[src/rtl/mtfz_pkg.sv]
// shared types and constants for the move-to-front zero-run encoder
`timescale 1ns / 1ps
`default_nettype none

package mtfz_pkg;

    // block length after which a block always ends
    localparam int BLOCK_SIZE = 32768;

    localparam int C_POS_W   = 15;
    localparam int C_LIST_N  = 256;
    localparam int C_RANK_W  = 8;
    localparam int C_RUN_W   = 16;

    // the forced end only exists while the block fits the position counter
    localparam bit                 C_HAS_END = (BLOCK_SIZE <= (1 << C_POS_W));
    localparam logic [C_POS_W-1:0] C_POS_END = C_POS_W'(BLOCK_SIZE - 1);

    localparam logic [7:0]         C_ESCAPE   = 8'd255;
    localparam logic [7:0]         C_ESC_FROM = 8'd253;
    localparam logic [7:0]         C_RANK_OFS = 8'd2;
    localparam logic [C_RUN_W-1:0] C_RUN_MAX  = '1;
    // ceil(2^17 / 3): exact quotient by three for any 16-bit value
    localparam logic [16:0]        C_DIV3_MUL = 17'd43691;
    localparam int                 C_DIV3_SH  = 17;

    typedef enum logic [2:0] {
        S_IDLE,
        S_CMP,
        S_SHIFT,
        S_RUN,
        S_SYM,
        S_ESC,
        S_DONE
    } t_state;

    typedef struct packed {
        logic cmp;
        logic shift;
        logic clear;
    } t_cell_ctl;

endpackage

`default_nettype wire

[src/rtl/mtfz_scan.sv]
// prefix-or over the cell match flags and encoding of the matching cell's rank
`timescale 1ns / 1ps
`default_nettype none

module mtfz_scan
    import mtfz_pkg::*;
(
    input  wire logic [C_LIST_N-1:0] i_hit,
    output logic [C_LIST_N-1:0]      o_blocked,
    output logic [C_RANK_W-1:0]      o_rank
);

    logic [C_RANK_W:0][C_LIST_N-1:0] w_lvl;
    logic [C_LIST_N-1:0]             w_first;

    // log-depth prefix or, one level per doubling of the span
    always_comb begin
        w_lvl[0] = i_hit;
        for (int k = 0; k < C_RANK_W; k++) begin
            for (int i = 0; i < C_LIST_N; i++) begin
                if (i >= (1 << k)) begin
                    w_lvl[k+1][i] = w_lvl[k][i] | w_lvl[k][i - (1 << k)];
                end else begin
                    w_lvl[k+1][i] = w_lvl[k][i];
                end
            end
        end
    end

    // a cell is blocked when a match sits strictly nearer the front
    assign o_blocked = {w_lvl[C_RANK_W][C_LIST_N-2:0], 1'b0};
    assign w_first   = i_hit & ~o_blocked;

    always_comb begin
        o_rank = '0;
        for (int i = 0; i < C_LIST_N; i++) begin
            if (w_first[i]) begin
                o_rank = o_rank | C_RANK_W'(i);
            end
        end
    end

endmodule

`default_nettype wire

[config.mk]
export PLATFORM = sky130hd
export DESIGN_NAME = mtfz_scan
export DESIGN_NICKNAME = d
export VERILOG_FILES = /design/src/rtl/mtfz_pkg.sv /design/src/rtl/mtfz_scan.sv
export SDC_FILE = /design/constraint.sdc
export NUM_CORES = 1
export LEC_CHECK = 0
export BUFFER_PORTS_ARGS = -buffer_cell sky130_fd_sc_hd__buf_2
export CAP_MARGIN = 30
export CORE_AREA = 3 3 201 203
export DETAILED_ROUTE_END_ITERATION = 7
export DIE_AREA = 0 0 204 206
export PLACE_DENSITY = 0.48
export SLEW_MARGIN = 20
export SYNTH_ARGS = -nofsm -noshare
export SYNTH_HDL_FRONTEND = slang
export SYNTH_SLANG_ARGS = --single-unit
[constraint.sdc]
create_clock -name vclk -period 4.8
set_input_delay 0.48 -clock vclk [all_inputs]
set_output_delay 0.48 -clock vclk [all_outputs]
set_load 0.01 [all_outputs]
==> results.toml, run 1 <==
[global_route]
grt-ovfl-total = 0
grt_max_degree = 11
grt_antenna_before_repair = 7
grt_pass1_vias = 21178
grtUsageTotal = 0.4998
grt_pass1_wl_um = 152800

[outcome]
violations = "setup timing"
status = "finished with violations"

[final_layout]
final_nets = 3096
area_growth_pct = 89.47
multi_input_area_um2 = 9360
drive_above_1_share = 0.4602
n_clock_buffer = 0
fillerInstances = 4225
regArea_um2 = 0
design.seq.count = 0
stdcell_count = 3361

[timing]
finalCritPeriodShare = 1.006
post-route-min-period_ns = 4.826
slew_headroom = 0.3577
max_freq_mhz = 207.2
timing.hold.ws_ns = 1.245
hold_viol = 0
setup_viol = 5
fin_setup_tns_ns = -0.06179
slew_viol_final = 0
setup_ws_ns = -0.02647
worstMarginPinSlew_ns = 0.9546

[yosys]
synth_top_area_frac = 0.09673
ys_top_cells_by_count = "223 x nand2_1, 175 x nor2_1, 156 x nor3_1"
ys_types = 82
synthesis.area_um2 = 9637
synth.most_common_cell = "nand2_1"
netlist_top_cells_area = "nor4_1 9.7%, nand2_1 8.7%, nor3_1 8.1%, nand3_1 7.7%, nand4_1 7.3%"
synth_top_area_cell = "nor4_1"
yosysWarnings = 0
syn_area_per_cell_um2 = 5.652
synth_seq_area_share = 0
synthesis.nets = 1961
synthCells = 1705

[pwr]
switching_share = 0.6332
pwr-share-seq = 0
power_uw = 642.2
p_int_uw = 235.6
irDropWorstVdd_v = 0.00004188
power_frac_comb = 1.000
switchingPower_uw = 406.6
p_leak_nw = 7.496
power_density_nw_per_um2 = 35.17
clkPwrFrac = 0

[die]
fp.dieW_um = 204
io_pins = 520
core_area_um2 = 38650
die-area_um2 = 42020
start_util = 0.2494
die_h_um = 206
rows = 72

[routing]
ant_nets = 0
vias = 22103
wl_per_cell_um = 33.39
wl_um = 112200
via_per_inst = 6.576
initialDrtViolationCount = 3334
post-route-drc-count = 0
drt_pass1_iterations = 7

[placement]
place_congestion = 1.165
dpl.hpwl_um = 97850
pre_cts_slack_ns = -0.4843
dp_cells = 3339
portBuffers = 519

[worst_setup_path]
cp_max_fo = 6
start_kind = "input pin"
slowest_delay_ns = 0.56
arrival_ns = 4.35
critPathKind = "in2out"
crit_family = "simple AND/OR/NAND/NOR gates"
path_cells = "buf_2 > or4_4 > nor3_4 > inv_4 > buf_4 > nor4_4 > buf_4 > inv_2 > nor4_2 > a41o_1 > or4b_1 > a211oi_1 > and4_1 > nand4_1 > or4_4 > buf_2"
critPathBufInv = 6
worst-path-stages = 16
cp-end-kind = "output port"
critPathSlowestCell = "or4_4"
critPathRequiredTime_ns = 4.32

[min_path]
hold_class = "in2out"
holdPathStages = 2

[cts]
postCtsHoldBufs = 0

[flow_run]
drv_cap = 0
area by class of cell:
class	instances	share of cell area
antenna	5	0.0006853
multi-input combinational	1518	0.5126
inverter	142	0.02988
timing repair buffer	1178	0.4213
tap	518	0.03550
metal layers:
metal | vias up | global-route usage | share of wire
met2 | 2319 | 0.7712 | 0.42
met3 | 680 | 0.1356 | 0.13
met1 | 10114 | 0.5813 | 0.35
met5 | - | 0 | 0.00048
li1 | 8982 | - | -
met4 | 8 | 0.4048 | 0.11
metrics by stage:
step / area (µm²) / util
after floorplan: 9637 / -
after global placement: 17630 / 0.4561
after detailed placement: 17630 / 0.4562
after CTS: 17860 / 0.4620
after global routing: 18250 / 0.4721
final: 18260 / 0.4724
timing repair:
action | 4_1_cts | 5_1_grt
pin swaps | 6 | 22
endpoints found under the setup margin | 9 | 9
setup buffers | 6 | 13
gates resized for setup | 33 | 64
cloned | 0 | 0
logic make-up (layout without fill, tap and decap cells):
logic type	count (synthesis)	count (layout)	share of synthesized area
simple gates	1345	1345	0.7876
other cells	1	6	0.0003891
compound gates	172	172	0.1361
buf+inv	187	1320	0.07595
layout by cell type (no fill, tap or decap), drive strengths merged, types with 6 or more instances in the layout:
master,synthesis,final
a31oi,15,15
a2111oi,10,10
and3,52,52
and2,23,23
o21ai,17,17
buf,11,1178
or3,63,63
and4,33,33
nor4b,19,19
nand2,223,223
nor2,177,177
or2,22,22
nand3,148,148
nand3b,21,21
nor3b,7,7
a22oi,11,11
nor3,163,163
nand2b,6,6
and4b,7,7
o211ai,9,9
nand4,112,112
nor4,156,156
o22ai,6,6
a21oi,20,20
inv,142,142
nand4b,17,17
or4,70,70
a32oi,10,10
nor2b,7,7
o2111ai,11,11
or4b,8,8
o32ai,6,6
power groups by stage:
stage / registers (mW) / logic [mW] / clock network [mW]
detailed placement: 0 / 0.588 / 0
global route: 0 / 0.656 / 0
global placement: 0 / 0.588 / 0
CTS: 0 / 0.594 / 0
finish: 0 / 0.642 / 0.0000000000409
floorplan: 0 / 0.131 / 0
worst paths after layout:
kind / startpoint / endpoint
setup / recovery: i_hit[7] / o_rank[2]
hold / removal: i_hit[0] / o_blocked[1]
No activity file was read; power rests on OpenSTA's default activity.
==> run 2: changes to the inputs <==
--- a/config.mk
+++ b/config.mk
@@ -11,6 +11,7 @@
 export DETAILED_ROUTE_END_ITERATION = 7
 export DIE_AREA = 0 0 204 206
 export PLACE_DENSITY = 0.48
+export REMOVE_ABC_BUFFERS = 1
 export SLEW_MARGIN = 20
 export SYNTH_ARGS = -nofsm -noshare
 export SYNTH_HDL_FRONTEND = slang
==> results.toml, run 2 (same netlist as run 1, synthesis figures left out) <==
[global_route]
grt_antenna_before_repair = 7
grt_pass1_wl_um = 155400
grt-ovfl-total = 0
grtUsageTotal = 0.5076
grt_max_degree = 13
grt_pass1_vias = 21773

[routing]
via_per_inst = 6.559
wl_um = 113500
vias = 22536
post-route-drc-count = 14
initialDrtViolationCount = 3477
drt_pass1_iterations = 8
ant_nets = 0
wl_per_cell_um = 33.03

[placement]
portBuffers = 519
post_dp_cell_area_um2 = 18230
dpl.hpwl_um = 98980
place_congestion = 1.179

[die]
start_util = 0.2494
die-area_um2 = 42020
fp.dieW_um = 204
die_h_um = 206
core_area_um2 = 38650
rows = 72
io_pins = 520

[pwr]
clkPwrFrac = 0
power_uw = 671.3
p_leak_nw = 7.778
pwr-share-seq = 0
switchingPower_uw = 418.6
p_int_uw = 252.6
irDropWorstVdd_v = 0.00003980
switching_share = 0.6237
power_frac_comb = 1.000
power_density_nw_per_um2 = 35.80

[outcome]
status = "finished with violations"
violations = "DRC"

[timing]
hold_viol = 0
setup_viol = 0
finalCritPeriodShare = 0.9995
slew_headroom = 0.3193
max_freq_mhz = 208.4
slew_viol_final = 0
rsz0062_at_grt = "yes"
worstMarginPinSlew_ns = 1.019
post-route-min-period_ns = 4.797

[worst_setup_path]
critPathRequiredTime_ns = 4.32
arrival_ns = 4.32
cp_max_fo = 5
crit_top_cell = "buf_4"
critPathSlowestCell = "or4_4"
critPathKind = "in2out"
cp-end-kind = "output port"
path_cells = "buf_2 > buf_4 > nor4_2 > nand4_1 > buf_4 > or4_1 > nor3_2 > buf_4 > buf_4 > a31oi_1 > o2111ai_2 > or4_1 > or4_1 > or4_4 > buf_2"
slowest_delay_ns = 0.58
start_kind = "input pin"

[min_path]
hold_class = "in2out"

[final_layout]
final_common_cell = "buf_4"
layout_common_cells = "729 x buf_4, 520 x buf_2, 223 x nand2_1, 171 x nor2_1, 151 x nor3_1"
final_nets = 3173
area_growth_pct = 94.56
design.seq.count = 0
drive_above_1_share = 0.4758
n_clock_buffer = 0
regArea_um2 = 0
postLayoutCellArea_um2 = 18750

[flow_run]
drv_cap = 0

[cts]
postCtsHoldBufs = 0
[run 2: changes by cell type in the layout (fill, tap and decap cells not counted), sizes merged]
cell	change
buf	+77
clkinv	+1
diode	-2
inv	-1
[run 2: timing repair]
| item | 4_1_cts | 5_1_grt |
|---|---|---|
| endpoints found under the hold margin | 0 | 0 |
| resized for setup | 35 | 55 |
| pin swaps | 4 | 17 |
| endpoints found under the setup margin | 8 | 9 |
| buffers inserted | 1 | 5 |
[run 2: critical path, delay by kind of cell]
family	cells	cell delay, ns
buf+inv	6	0.93
simple gates	7	2.22
compound gates	2	0.69
[run 2: path summary, 6_finish.rpt]
path / from / endpoint / slack, ns / cells after the start
setup / recovery: i_hit[49] / o_rank[1] / 0.003 / 15
hold / removal: i_hit[0] / o_blocked[1] / 1.28 / 3
[run 2: through the flow]
| step | utilization | hold WS [ns] | TNS [ns] | setup WS [ns] | instances |
|---|---|---|---|---|---|
| after floorplan | - | 0.9600 | 0 | 0.2438 | 1660 |
| after global placement | 0.4712 | 1.270 | -4.592 | -0.8282 | 3424 |
| after detailed placement | 0.4716 | 1.268 | -3.961 | -0.6208 | 3427 |
| after CTS | 0.4771 | 1.277 | -0.04899 | -0.02565 | 3428 |
| after global routing | 0.4849 | 1.303 | -0.01605 | -0.009304 | 3433 |
| final | 0.4851 | 1.279 | 0 | 0.002506 | 3436 |
[run 2: final cells by class]
type,instances,area (µm²)
fill,4201,19900
tap,518,648.1
inverter,142,548.0
timing repair buffer,1255,8170
multi-input combinational,1518,9375
antenna,3,7.507
[run 2: power by group through the flow]
stage | registers (mW) | clock network (mW) | logic, mW
after global placement | 0 | 0 | 0.615
after global routing | 0 | 0 | 0.683
final | 0 | 0.00000000841 | 0.671
after CTS | 0 | 0 | 0.624
after detailed placement | 0 | 0 | 0.615
after floorplan | 0 | 0 | 0.118
[run 2: metal layers]
layer  global-route usage  vias to the layer above  share of wire
met4               0.4350                        4           0.12
met3               0.1326                      751           0.12
li1                     -                     9126              -
met2               0.7926                     2272           0.42
met5                    0                        -        0.00026
met1               0.5769                    10383           0.34
