===== config.mk =====
export PLATFORM = sky130hd
export DESIGN_NAME = mtfz_cell
export DESIGN_NICKNAME = d
export VERILOG_FILES = /design/src/rtl/mtfz_pkg.sv /design/src/rtl/mtfz_cell.sv
export SDC_FILE = /design/constraint.sdc
export NUM_CORES = 1
export LEC_CHECK = 0
export ABC_CLOCK_PERIOD_IN_PS = 900
export CAP_MARGIN = 15
export CELL_PAD_IN_SITES_DETAIL_PLACEMENT = 2
export CELL_PAD_IN_SITES_GLOBAL_PLACEMENT = 2
export CORE_UTILIZATION = 30
export DETAILED_ROUTE_END_ITERATION = 12
export DONT_BUFFER_PORTS = 1
export PLACE_DENSITY = 0.75
export SLEW_MARGIN = 20
export SYNTH_ARGS = -nofsm -noshare
export SYNTH_HDL_FRONTEND = slang
export SYNTH_SLANG_ARGS = --single-unit

===== constraint.sdc =====
create_clock -name i_clk -period 0.9 [get_ports i_clk]
set_input_delay 0.045 -clock i_clk [delete_from_list [all_inputs] [get_ports i_clk]]
set_output_delay 0.045 -clock i_clk [all_outputs]
set_load 0.01 [all_outputs]

===== src/rtl/mtfz_pkg.sv =====
// shared types and constants for the move-to-front zero-run encoder
`timescale 1ns / 1ps
`default_nettype none

package mtfz_pkg;

    // block length after which a block always ends
    localparam int BLOCK_SIZE = 32768;

    localparam int C_POS_W   = 15;
    localparam int C_LIST_N  = 256;
    localparam int C_RANK_W  = 8;
    localparam int C_RUN_W   = 16;

    // the forced end only exists while the block fits the position counter
    localparam bit                 C_HAS_END = (BLOCK_SIZE <= (1 << C_POS_W));
    localparam logic [C_POS_W-1:0] C_POS_END = C_POS_W'(BLOCK_SIZE - 1);

    localparam logic [7:0]         C_ESCAPE   = 8'd255;
    localparam logic [7:0]         C_ESC_FROM = 8'd253;
    localparam logic [7:0]         C_RANK_OFS = 8'd2;
    localparam logic [C_RUN_W-1:0] C_RUN_MAX  = '1;
    // ceil(2^17 / 3): exact quotient by three for any 16-bit value
    localparam logic [16:0]        C_DIV3_MUL = 17'd43691;
    localparam int                 C_DIV3_SH  = 17;

    typedef enum logic [2:0] {
        S_IDLE,
        S_CMP,
        S_SHIFT,
        S_RUN,
        S_SYM,
        S_ESC,
        S_DONE
    } t_state;

    typedef struct packed {
        logic cmp;
        logic shift;
        logic clear;
    } t_cell_ctl;

endpackage

`default_nettype wire


===== src/rtl/mtfz_cell.sv =====
// one list cell: holds a byte, flags a match and takes its neighbour's byte on a move
`timescale 1ns / 1ps
`default_nettype none

module mtfz_cell
    import mtfz_pkg::*;
(
    input  wire logic      i_clk,
    input  wire logic      i_rst_n,
    input  wire logic [7:0] i_init,
    input  wire t_cell_ctl i_ctl,
    input  wire logic [7:0] i_byte,
    input  wire logic [7:0] i_prev,
    input  wire logic      i_blocked,
    output logic [7:0]     o_value,
    output logic           o_hit
);

    logic [7:0] r_val;
    logic       r_hit;

    always_ff @(posedge i_clk) begin
        if (!i_rst_n) begin
            r_val <= i_init;
        end else if (i_ctl.clear) begin
            r_val <= i_init;
        end else if (i_ctl.shift && !i_blocked) begin
            r_val <= i_prev;
        end
    end

    always_ff @(posedge i_clk) begin
        if (i_ctl.cmp) begin
            r_hit <= (r_val == i_byte);
        end
    end

    assign o_value = r_val;
    assign o_hit   = r_hit;

endmodule

`default_nettype wire


==> results.sh, run 1 <==
export IMPL_status="finished, violations left"
export IMPL_failed_checks="setup timing"
export IMPL_leakagePower_uw=0.0003021
export IMPL_vdd_drop_max_v=0.0008141
export IMPL_slowest_delay_ps=440
export IMPL_root_buffer="clkbuf_4"
export IMPL_synth_mux_area_frac=0.2341
export IMPL_drt_total_wl_um=1022
export IMPL_die_w_um=43.35
export IMPL_maxCapViolations=0
export IMPL_grt_max_degree=10
export IMPL_tightest_slew_ps=313.1
export IMPL_arrival_ps=980
export IMPL_relSlewSlack=0.7913
export IMPL_syn2layout_area_growth_pct=40.49
export IMPL_rsz0062_at_grt="true"
export IMPL_syn_inst=32
export IMPL_dieHeight_um=43.35
export IMPL_drtIter0Drc=3
export IMPL_gp_congestion=0.6002
export IMPL_io_pins=39
export IMPL_nFillCells=154
export IMPL_nNetsFinal=83
export IMPL_dp_cells=55
export IMPL_syn_num_nets=62
export IMPL_vias_per_cell=4.853
export IMPL_crit_path_top_delay_cell="edfxtp_1"
export IMPL_slew_viol_final=0
export IMPL_cp_end_kind="register"
export IMPL_critPathKind="reg2reg"
export IMPL_finalHoldViolations=0
export IMPL_portBuffers=0
export IMPL_synth_edf_count=9
export IMPL_dieArea_um2=1879
export IMPL_pre_cts_ws_ps=-38.27
export IMPL_drive_above_1_share=0.4038
export IMPL_diodes=0
export IMPL_yosys_top_cells_count="9 x edfxtp_1, 8 x mux2_4, 8 x xnor2_1"
export IMPL_start_kind="register"
export IMPL_path_max_fanout=2
export IMPL_async_flop_share=0
export IMPL_setup_slack_ps=-68.43
export IMPL_clkTransAtPathRegs_ps=60
export IMPL_synth_top_area_cell="edfxtp_1"
export IMPL_cp_top_family="flip-flops"
export IMPL_multi_input_area_um2=235.2
export IMPL_finalSetupTns_ps=-68.43
export IMPL_synth_fa_ha_area_frac=0
export IMPL_fp_row_count=14
export IMPL_vias=330
export IMPL_synth_xor_xnor_area_share=0.1366
export IMPL_netlist_top_cells_area="edfxtp_1 53%, mux2_4 23%, xnor2_1 14%"
export IMPL_hold_class="in2reg"
export IMPL_setup_violations=1
export IMPL_wire_per_inst_um=15.03
export IMPL_grt_pass1_wl_um=1490
export IMPL_crit_buf_inv=0
export IMPL_cts_sinks=9
export IMPL_fin_cells=68
export IMPL_cts_tree="yes"
export IMPL_synth_area_um2=513.0
export IMPL_synth_top_family_by_area="multiplexers"
export IMPL_synth_top_area_frac=0.5268
export IMPL_skew_ps=2.395
export IMPL_yosysSeqAreaShare=0.5268
export IMPL_critPathRequiredTime_ps=910
export IMPL_dp_hpwl_um=828.6
export IMPL_grt_pass1_vias=320
export IMPL_powerDensity_nw_per_um2=1548
export IMPL_ys_types=9
export IMPL_grtUsageTotal=0.1186
export IMPL_min_period_ps=968.4
export IMPL_syn_avg_cell_area_um2=16.03
export IMPL_fmax_mhz=1033
export IMPL_core_um2=1559
export IMPL_yosysMostFrequentCell="edfxtp_1"
export IMPL_ys_flop_type="edfxtp_1"
export IMPL_ff_latch_area_um2=270.3
export IMPL_final_antenna_net_count=0
export IMPL_start_util=0.3291
export IMPL_synth_seq_cells=9
export IMPL_clock_path_buffers=2
export IMPL_ys_warn_count=0
export IMPL_first_pass_iters=2
export IMPL_post_route_period_util=1.076
export IMPL_clkLatencyLatePin_ps=250
export IMPL_synth_compound_area_frac=0.01463
export IMPL_grt_overflow_total=0
export IMPL_cp_cell_sequence="xnor2_2, nand4_1, nor2_1"
export IMPL_cts_buffers=3
export IMPL_drc=0
export IMPL_yosys_area_share_simple=0.05854
export IMPL_antenna_found_initial=0
export IMPL_final_util=0.4623
export IMPL_cts_htree_levels=1
[layer usage]
layer | share of wire | wire length (um) | track usage
met5 | 0 | 0 | 0
met4 | 0.023 | 23 | 0.1125
met3 | 0.059 | 60 | 0.04583
met2 | 0.57 | 578 | 0.1909
met1 | 0.35 | 359 | 0.1153
[registers in the layout, summed over array words and instances, names as in the netlist]
signal and flops:
o_value 8, o_hit 1
[logic make-up (layout without fill, tap and decap cells)]
group,after synthesis,count (layout)
AND/OR/NAND/NOR,4,4
XOR/XNOR,8,8
buffers and inverters,2,22
flip-flops,9,9
multiplexers,8,8
AO/OA/AOI/OAI,1,1
[stage by stage]
step | hold WS (ps) | cell area (um2) | power (uW)
global route | 3.185 | 720.7 | 1179
finish | 9.354 | 720.7 | 1116
floorplan | 157.5 | 513.0 | 695.1
detailed placement | 157.6 | 581.8 | 774.5
CTS | 1.489 | 618.1 | 1083
global placement | 157.6 | 581.8 | 762.7
[power by group]
part	total, uW	internal [uW]	switching (uW)	leakage [uW]
combinational	262	178	84.8	0.000194
clock	301	170	131	0.0000150
sequential	552	515	36.8	0.0000930
[path summary, 6_finish.rpt]
kind	startpoint	to	slack [ps]	cells after the start
worst min register to register	o_value[6]	o_hit	720	3
worst max register to register	o_value[2]	o_hit	-70	3
worst min-delay path	i_init[6]	o_value[6]	9	1
worst max-delay path	o_value[2]	o_hit	-70	3
[repair_timing]
| item | in CTS | in global routing |
|---|---|---|
| setup endpoints to repair | 1 | 9 |
| resized for setup | 0 | 5 |
| hold buffers | 1 | 8 |
| pin swaps | 0 | 0 |
| hold endpoints to repair | 1 | 4 |
| setup buffers | 0 | 0 |
[cells in the final DEF (no fill, tap or decap), drive strengths merged]
| master | Yosys | final |
|---|---|---|
| buf | 1 | 8 |
| xnor2 | 8 | 8 |
| nor2 | 1 | 1 |
| edfxtp | 9 | 9 |
| nand2b | 1 | 1 |
| a21o | 1 | 1 |
| mux2 | 8 | 8 |
| inv | 1 | 1 |
| nand4 | 2 | 2 |
| clkbuf | 0 | 4 |
| dlygate4sd3 | 0 | 9 |
[layout make-up]
type	instances	area share
Clock buffer	4	0.03646
Inverter	1	0.005208
Multi-Input combinational cell	21	0.3264
Sequential cell	9	0.3750
Tap cell	16	0.02778
Timing Repair Buffer	17	0.2292
(Power assumes the default switching activity.)
==> run 2, diff against run 1 <==
ABC_CLOCK_PERIOD_IN_PS = 800   (was 900)
CAP_MARGIN = 40   (was 15)
clock period = 0.8 ns   (was 0.9 ns; I/O delays follow)
==> run 2 against run 1 <==
  * Highest routed layer is now met3
  * Cell area down 8.0%
  * The flow finishes with violations (DRC, hold timing, setup timing)
  * Final cell count down 8.8%
  * Clock-buffer cell count unchanged
  * Critical path depth down 1
  * Core utilization down 3.7 points
  * Via count down 4.8%
  * Critical endpoint is now o_value[1]
==> results.sh, run 2 (synthesis gave the netlist of run 1 again) <==
export IMPL_failed_checks="DRC, hold timing, setup timing"
export IMPL_path_max_fanout=2
export IMPL_drt_total_wl_um=979
export IMPL_grt_overflow_total=0
export IMPL_cp_top_family="flip-flops"
export IMPL_crit_path_top_delay_cell="edfxtp_1"
export IMPL_powerDensity_nw_per_um2=1893
export IMPL_setup_violations=9
export IMPL_wire_per_inst_um=15.79
export IMPL_diodes=0
export IMPL_largest_register_ffs=8
export IMPL_dp_cells=55
export IMPL_clkTransAtPathRegs_ps=60
export IMPL_critPathRequiredTime_ps=760
export IMPL_hold_class="in2reg"
export IMPL_fin_cells=62
export IMPL_cp_cell_sequence="buf_4, buf_6"
export IMPL_nNetsFinal=77
export IMPL_start_util=0.3291
export IMPL_first_pass_iters=7
export IMPL_finalHoldViolations=3
export IMPL_cts_sinks=9
export IMPL_crit_buf_inv=2
export IMPL_grt_max_degree=10
export IMPL_layout_common_cells="9 x edfxtp_1, 8 x mux2_4, 8 x xnor2_1"
export IMPL_min_period_ps=979.0
export IMPL_cp_end_kind="output pin"
export IMPL_vias=314
export IMPL_gp_congestion=0.7134
export IMPL_final_common_cell="edfxtp_1"
export IMPL_dieHeight_um=43.35
export IMPL_dieArea_um2=1879
export IMPL_root_buffer="clkbuf_4"
export IMPL_fmax_mhz=1021
export IMPL_setup_slack_ps=-179.0
export IMPL_start_kind="register"
export IMPL_ff_latch_area_um2=270.3
export IMPL_grt_pass1_vias=333
export IMPL_nFillCells=158
export IMPL_cts_tree="yes"
export IMPL_cts_buffers=3
export IMPL_fin_worst_hold_slack_ps=-1.038
export IMPL_relSlewSlack=0.8870
export IMPL_leakagePower_uw=0.0002760
export IMPL_drc=4
export IMPL_die_w_um=43.35
export IMPL_vias_per_cell=5.065
export IMPL_rsz0062_at_grt="true"
export IMPL_slew_viol_final=0
export IMPL_arrival_ps=940
export IMPL_final_antenna_net_count=0
export IMPL_portBuffers=0
export IMPL_core_um2=1559
export IMPL_drtIter0Drc=6
export IMPL_antenna_found_initial=0
export IMPL_tightest_slew_ps=169.4
export IMPL_critPathKind="reg2out"
export IMPL_maxCapViolations=0
export IMPL_ctsHoldBuffers=1
export IMPL_slowest_delay_ps=420
export IMPL_fp_row_count=14
export IMPL_grtUsageTotal=0.1139
export IMPL_drive_above_1_share=0.5000
export IMPL_syn2layout_area_growth_pct=29.27
export IMPL_post_route_period_util=1.224
export IMPL_io_pins=39
export IMPL_vdd_drop_max_v=0.001268
export IMPL_grt_pass1_wl_um=1518
export IMPL_cts_htree_levels=1
export IMPL_status="finished, violations left"
export IMPL_skew_ps=1.833
export IMPL_clkLatencyLatePin_ps=250
export IMPL_clock_path_buffers=2
export IMPL_multi_input_area_um2=235.2
-- run 2: repair_timing --
item | CTS | global route
pin swaps | 1 | 0
gates resized for setup | 4 | 2
hold endpoints to repair | 7 | 8
buffers inserted | 0 | 2
endpoints found under the setup margin | 9 | 9
-- run 2: power by group --
part           leakage [uW]  internal, uW  switching, uW
Combinational      0.000168           192           95.1
Clock             0.0000150           192            154
Sequential        0.0000930           579           42.3
-- run 2: per-stage QoR --
stage	setup WS, ps	util	area (um2)	total power (uW)	setup TNS [ps]
global route	-254.3	0.4254	663.1	1330	-1331
CTS	-171.6	0.4109	640.6	1258	-853.7
floorplan	-144.3	-	520.5	785.4	-472.8
finish	-179.0	0.4254	663.1	1255	-923.9
detailed placement	-176.4	0.3780	589.3	878.2	-292.9
global placement	-109.1	0.3780	589.3	863.5	-165.9
-- run 2: worst paths after layout --
| check | cells past startpoint | to | start | slack, ps |
|---|---|---|---|---|
| setup reg to reg | 3 | o_hit | o_value[1] | -160 |
| setup / recovery | 2 | o_value[1] | o_value[1] | -180 |
| hold / removal | 1 | o_value[7] | i_init[7] | -1 |
| hold reg to reg | 3 | o_hit | o_value[7] | 740 |
-- run 2: area by class of cell --
cell class	instances	area share
tap	16	0.03019
timing repair buffer	11	0.1623
sequential	9	0.4075
inverter	1	0.005660
multi-input combinational	21	0.3547
clock buffer	4	0.03962
-- run 2: per-layer routing --
metal,GRT usage,up-vias,wire length (um)
li1,-,144,-
met1,0.1676,144,426
met2,0.1485,26,462
met3,0.03750,0,91
met4,0.05625,0,0
met5,0,-,0
